[src/design/pdc_pkg.sv]
`timescale 1ns / 1ps
`default_nettype none

package pdc_pkg;

	localparam int LOOPS          = 2;
	localparam int MEAS_WIDTH     = 24;
	localparam int GAIN_FRAC_BITS = 16;

	localparam int GAIN_W    = 32;
	localparam int OUT_W     = 8;
	localparam int CFG_IDX_W = 3;
	localparam int CFG_W     = 32;

	localparam int IDX_W  = (LOOPS > 1) ? $clog2(LOOPS) : 1;
	localparam int DIFF_W = MEAS_WIDTH + 1;
	localparam int PROD_W = GAIN_W + DIFF_W;
	localparam int INT_W  = OUT_W + GAIN_FRAC_BITS;
	localparam int PD_W   = PROD_W + 1;
	localparam int VAL_W  = PROD_W + 2;

	// Differences saturate to +-2^30 before they reach the multipliers.
	localparam int DIFF_LIMIT_LOG = 30;

	localparam logic [OUT_W-1:0] OUT_MIN_RST = 8'd100;
	localparam logic [OUT_W-1:0] OUT_MAX_RST = 8'd255;

	localparam logic CMD_COMPUTE = 1'b0;
	localparam logic CMD_CLEAR   = 1'b1;

	typedef enum logic [CFG_IDX_W-1:0] {
		REG_KP,
		REG_KI,
		REG_KD,
		REG_OUT_MIN,
		REG_OUT_MAX
	} cfg_reg_t;

	typedef logic [IDX_W-1:0] loop_idx_t;

	typedef struct packed {
		logic [GAIN_W-1:0] kp;
		logic [GAIN_W-1:0] ki;
		logic [GAIN_W-1:0] kd;
		logic [OUT_W-1:0]  out_min;
		logic [OUT_W-1:0]  out_max;
	} cfg_t;

	typedef struct packed {
		logic                  en;
		loop_idx_t             addr;
		logic [MEAS_WIDTH-1:0] data;
	} prev_wr_t;

	typedef struct packed {
		logic             en;
		loop_idx_t        addr;
		logic [INT_W-1:0] data;
	} int_wr_t;

	function automatic loop_idx_t chan_index(input logic ch);
		return IDX_W'({31'd0, ch} % LOOPS);
	endfunction

	function automatic logic signed [DIFF_W-1:0] sat_diff(input logic signed [DIFF_W-1:0] d);
		logic signed [63:0] w;
		logic signed [63:0] lim;
		w   = {{(64-DIFF_W){d[DIFF_W-1]}}, d};
		lim = 64'sd1 <<< DIFF_LIMIT_LOG;
		if (w > lim) begin
			w = lim;
		end else if (w < -lim) begin
			w = -lim;
		end
		return w[DIFF_W-1:0];
	endfunction

	// Above the upper bound wins first, so an inverted pair of bounds still
	// yields either bound.
	function automatic logic [INT_W-1:0] clamp_q(input logic signed [VAL_W-1:0] v,
			input logic [OUT_W-1:0] lo_int, input logic [OUT_W-1:0] hi_int);
		logic signed [VAL_W-1:0] hi;
		logic signed [VAL_W-1:0] lo;
		hi = {{(VAL_W-INT_W){1'b0}}, hi_int, {GAIN_FRAC_BITS{1'b0}}};
		lo = {{(VAL_W-INT_W){1'b0}}, lo_int, {GAIN_FRAC_BITS{1'b0}}};
		if (v > hi) begin
			return hi[INT_W-1:0];
		end else if (v < lo) begin
			return lo[INT_W-1:0];
		end
		return v[INT_W-1:0];
	endfunction

endpackage

`default_nettype wire

[src/design/pdc_state_mem.sv]
`timescale 1ns / 1ps
`default_nettype none

module pdc_state_mem (
	input  wire logic                                clk,
	input  wire logic                                arst_n,
	input  wire logic                                rd_en,
	input  wire pdc_pkg::loop_idx_t                  rd_addr,
	input  wire pdc_pkg::prev_wr_t                   prev_wr,
	input  wire pdc_pkg::int_wr_t                    int_wr,
	output logic [pdc_pkg::MEAS_WIDTH-1:0]           prev_rd,
	output logic [pdc_pkg::INT_W-1:0]                int_rd
);

	logic [pdc_pkg::MEAS_WIDTH-1:0] prev_mem [pdc_pkg::LOOPS];
	logic [pdc_pkg::INT_W-1:0]      int_mem  [pdc_pkg::LOOPS];

	logic [pdc_pkg::LOOPS-1:0]      prev_vld_q;
	logic [pdc_pkg::LOOPS-1:0]      int_vld_q;
	logic                           prev_rdv_q;
	logic                           int_rdv_q;
	logic [pdc_pkg::MEAS_WIDTH-1:0] prev_rd_q;
	logic [pdc_pkg::INT_W-1:0]      int_rd_q;

	always_ff @(posedge clk) begin
		if (prev_wr.en) begin
			prev_mem[prev_wr.addr] <= prev_wr.data;
		end
		if (int_wr.en) begin
			int_mem[int_wr.addr] <= int_wr.data;
		end
		if (rd_en) begin
			prev_rd_q <= prev_mem[rd_addr];
			int_rd_q  <= int_mem[rd_addr];
		end
	end

	// An entry that was never written since reset reads as zero.
	always_ff @(posedge clk or negedge arst_n) begin
		if (!arst_n) begin
			prev_vld_q <= '0;
			int_vld_q  <= '0;
			prev_rdv_q <= 1'b0;
			int_rdv_q  <= 1'b0;
		end else begin
			if (prev_wr.en) begin
				prev_vld_q[prev_wr.addr] <= 1'b1;
			end
			if (int_wr.en) begin
				int_vld_q[int_wr.addr] <= 1'b1;
			end
			if (rd_en) begin
				prev_rdv_q <= prev_vld_q[rd_addr];
				int_rdv_q  <= int_vld_q[rd_addr];
			end
		end
	end

	assign prev_rd = prev_rdv_q ? prev_rd_q : '0;
	assign int_rd  = int_rdv_q ? int_rd_q : '0;

endmodule

`default_nettype wire

[config.mk]
export PLATFORM = sky130hd
export DESIGN_NAME = pdc_state_mem
export DESIGN_NICKNAME = d
export VERILOG_FILES = /design/src/design/pdc_pkg.sv /design/src/design/pdc_state_mem.sv
export SDC_FILE = /design/constraint.sdc
export NUM_CORES = 1
export LEC_CHECK = 0
export ABC_AREA = 1
export ABC_CLOCK_PERIOD_IN_PS = 1190
export BUFFER_PORTS_ARGS = -buffer_cell sky130_fd_sc_hd__clkbuf_2
export CAP_MARGIN = 10
export CORE_MARGIN = 3
export CORE_UTILIZATION = 57
export CTS_BUF_LIST = sky130_fd_sc_hd__clkbuf_8
export CTS_CLUSTER_SIZE = 30
export DETAILED_ROUTE_END_ITERATION = 6
export GPL_TIMING_DRIVEN = 0
export PLACE_DENSITY = 0.91
export SYNTH_ARGS = -nofsm -noshare
export SYNTH_HDL_FRONTEND = slang
export SYNTH_SLANG_ARGS = --single-unit
[constraint.sdc]
create_clock -name clk -period 1.19 [get_ports clk]
set_clock_uncertainty 0.1 [all_clocks]
set_input_delay 0.0595 -clock clk [delete_from_list [all_inputs] [get_ports clk]]
set_output_delay 0.0595 -clock clk [all_outputs]
set_load 0.01 [all_outputs]
==> summary.md <==
| Metric | Value |
|---|---|
| Outcome | complete, but fails checks |
| Failing checks | setup timing |
| CTS tree | built |
| # diodes | 0 |
| Die height | around 110 um |
| Yosys warns | 0 |
| Non-filler cells, final | between 700 and 800 |
| CP Launch Type | register |
| Worst-path clk slew | approximately 0.090 ns |
| RSZ-0062 raised after global routing | yes |
| Worst hold start | rd_addr |
| Row count | 35 |
| M3 GR Usage | 0.0488 |
| Mux cell area share after synthesis | 0 |
| Post-synth ARST share | 0.0400 |
| Worst hold-check path type | in -> reg |
| Top-count cell post-synth | nand2_1 |
| Placeable Area | between 9000 and 10000 um2 |
| Synth top area share | 0.772 |
| Tcrit/Tclk final | 1.30 |
| Synth Area in XOR/XNOR | 0 |
| Leakage | 3.52 nW |
| Max Root-Sink Buffers | 2 |
| Reg-to-Reg End | int_rdv_q |
| Final core utilization | 0.823 |
| DPL Wire Length | about 7 mm |
| Cells after Synth | about 440 |
| First-pass GRT wire length | approximately 20 mm |
| Layout cells sized above 1 | 0.328 |
| Detailed Routing Iterations Pass 1 | 5 |
| Total grt overflow | 0 |
| Max IR drop VDD | about 1.0 mV |
| Initial antenna violation count | 0 |
| Crit. End Element | output pin |
| # setup viols final | between 40 and 50 |
| Place WS | -0.394 ns |
| R2r startpoint | int_rdv_q |
| Post-synthesis adder-cell area fraction | 0 |
| Synth Area in Compound Gates | 0.00179 |
| Critical Path AT | ~1.4 ns |
| Clk_lat worst skew | roughly 0.42 ns |
| Root Buffer | clkbuf_8 |
| Drt wl/cell | between 15 and 20 um |
| Req. time, crit path | between 1 and 1.5 ns |
| Top FF cell, synth | edfxtp_1 |
| DRT iter0 DRCs | approximately 420 |
| Total power | ~12 mW |
| Simple logic cell fraction of the synthesized area | 0.140 |
| Yosys cell types | 11 |
| Top post-synthesis cells by count | nand2_1, edfxtp_1, inv_1 |
| Seq. cell area | about 4500 um2 |
| Hold path cells | 4 |
| Placed cells | 666 |
| EDFF count, synth | 144 |
| # DRC | 0 |
| Tot GR Track Use | 0.241 |
| Hold EP | prev_rd_q[22] |
| Nets | approximately 680 |
| Largest family of logic cells by synthesized area | simple AND/OR/NAND/NOR gates |
| Via count | ~4k |
| Die area | ~11000 um2 |
| Grt peak-use layer | met2 |
| Synthesized cell area | around 5600 um2 |
| Final min period | 1.55 ns |
| Pin count of the biggest net entering global routing | 52 |
| Routing usage on met2 | 0.435 |
| Worst rel slew slack | 0.330 |
| R2R depth | 3 |
| Final Hold Fails | 0 |
| Initial Util | 0.597 |
| GP Congestion | 0.756 |
| Max_cap viols | 0 |
| Die width | between 100 and 150 um |
| CTS Buf Count | 17 |
| Vias/cell | 5.21 |
| Antenna viol nets, final | 0 |
| Met1 Usage GRT | 0.275 |
| Clock sinks | 150 |
| H-tree Lvls | 4 |
| Area of the multi-input gates | roughly 930 um2 |
| R2R Setup Slk | approximately 0.23 ns |
| Top cells by area, synth | edfxtp_1, nand2_1, inv_1 |
| Routed WL | around 14 mm |
| Crit-path max FO | 10 |
| Crit Path Category | reg -> out |
| Worst Tran Pin Value | roughly 1 ns |
| Post-Syn Area per Cell | between 10 and 15 um2 |
| Post-synth top area cell | edfxtp_1 |
| Final worst slack | -0.356 ns |
| Number of synthesized register bits | 150 |
| Synthesis-to-finish area growth | 37.7% |
| Fillers | a little under 500 |
| Max Clock Freq | around 650 MHz |
| Vias in the first global route | between 4k and 5k |
| I/O Pins | 104 |
| Final Max Slew Viols | 0 |
| Register area share after synthesis | 0.799 |
| Number of buffers added on ports | 102 |
| Synthesized Nets | ~490 |
| Pwr Density | 1510 nW/um2 |
-- worst max path at each step --
| stage | startpoint | end | slack (ns) | cells after the start |
|---|---|---|---|---|
| 2_1_floorplan | int_wr[25] | int_mem[1][0] | 0.12 | 2 |
| 3_3_place_gp | rd_en | int_rdv_q | -0.34 | 4 |
| 3_5_place_dp | rd_en | int_rdv_q | -0.39 | 4 |
| 4_1_cts | prev_rdv_q | prev_rd[3] | -0.32 | 5 |
| 5_1_grt | int_rdv_q | int_rd[19] | -0.42 | 5 |
| 6_report | prev_rdv_q | prev_rd[3] | -0.36 | 5 |
-- what timing repair did --
item / CTS / global route
cloned: 3 / 2
resized for setup: 37 / 73
hold buffers: 56 / 0
setup buffers: 2 / 7
pin swaps: 0 / 4
endpoints found under the hold margin: 121 / 0
endpoints found under the setup margin: 48 / 96
-- report_power, final --
group	internal [mW]	switching, mW
logic	0.573	0.690
registers	6.20	0.138
clock network	2.09	1.99
total	8.86	2.82
-- kinds of logic (layout without fill, tap and decap cells) --
family	after synthesis	in the layout
AOI/OAI and AO/OA	2	2
buffers and inverters	75	278
DFF	150	150
and+or+nand+nor	208	210
-- cells in the final DEF (no fill, tap or decap) --
| master | n |
|---|---|
| buf_12 | 4 |
| buf_16 | 1 |
| buf_2 | 7 |
| buf_4 | 10 |
| buf_6 | 26 |
| buf_8 | 2 |
| bufinv_16 | 3 |
| clkbuf_2 | 82 |
| clkbuf_8 | 17 |
| clkinv_1 | 3 |
| clkinv_2 | 1 |
| clkinv_4 | 3 |
| clkinvlp_4 | 1 |
| dfrtp_1 | 6 |
| dlygate4sd3_1 | 56 |
| edfxtp_1 | 144 |
| inv_1 | 38 |
| inv_2 | 19 |
| inv_4 | 1 |
| inv_6 | 4 |
| nand2_1 | 179 |
| nand2_2 | 17 |
| nand2_4 | 8 |
| nand3_1 | 2 |
| nor2_4 | 4 |
| o21ai_0 | 2 |
-- metal layers --
layer	vias to the layer above	part of all wire
met4	0	0.025
met2	250	0.54
met5	-	0
met1	1921	0.35
li1	1796	-
met3	38	0.077
-- flip-flops by register name (all words and copies together) (netlist names) --
signal	cells
int_mem	48
int_rd_q	24
int_rdv_q	1
int_vld_q	2
prev_mem	48
prev_rd_q	24
prev_rdv_q	1
prev_vld_q	2
-- critical path: stages, from the launching register on --
cell and delay [ns]:
dfrtp_1 0.37, buf_6 0.15, buf_8 0.14, nand2_1 0.06, inv_1 0.08, clkbuf_2 0.16
-- layout make-up --
cell class                      instances  share of cell area
Sequential cell                       150               0.580
Timing Repair Buffer                  171               0.176
Multi-Input combinational cell        212               0.121
Clock buffer                           17              0.0303
Inverter                               58              0.0286
Clock inverter                         15              0.0227
Tap cell                              129              0.0209
Buffer                                 17              0.0201
-- metrics by stage --
stage / hold slack [ns] / area, um2 / TNS, ns
final: 0.0537 / 7710 / -14.46
after global routing: 0.0659 / 7710 / -17.80
after CTS: 0.0146 / 7370 / -23.63
after detailed placement: -0.212 / 6280 / -36.44
after global placement: -0.213 / 6280 / -29.88
after floorplan: -0.336 / 5610 / 0
Power figures use the tool's default switching activity.
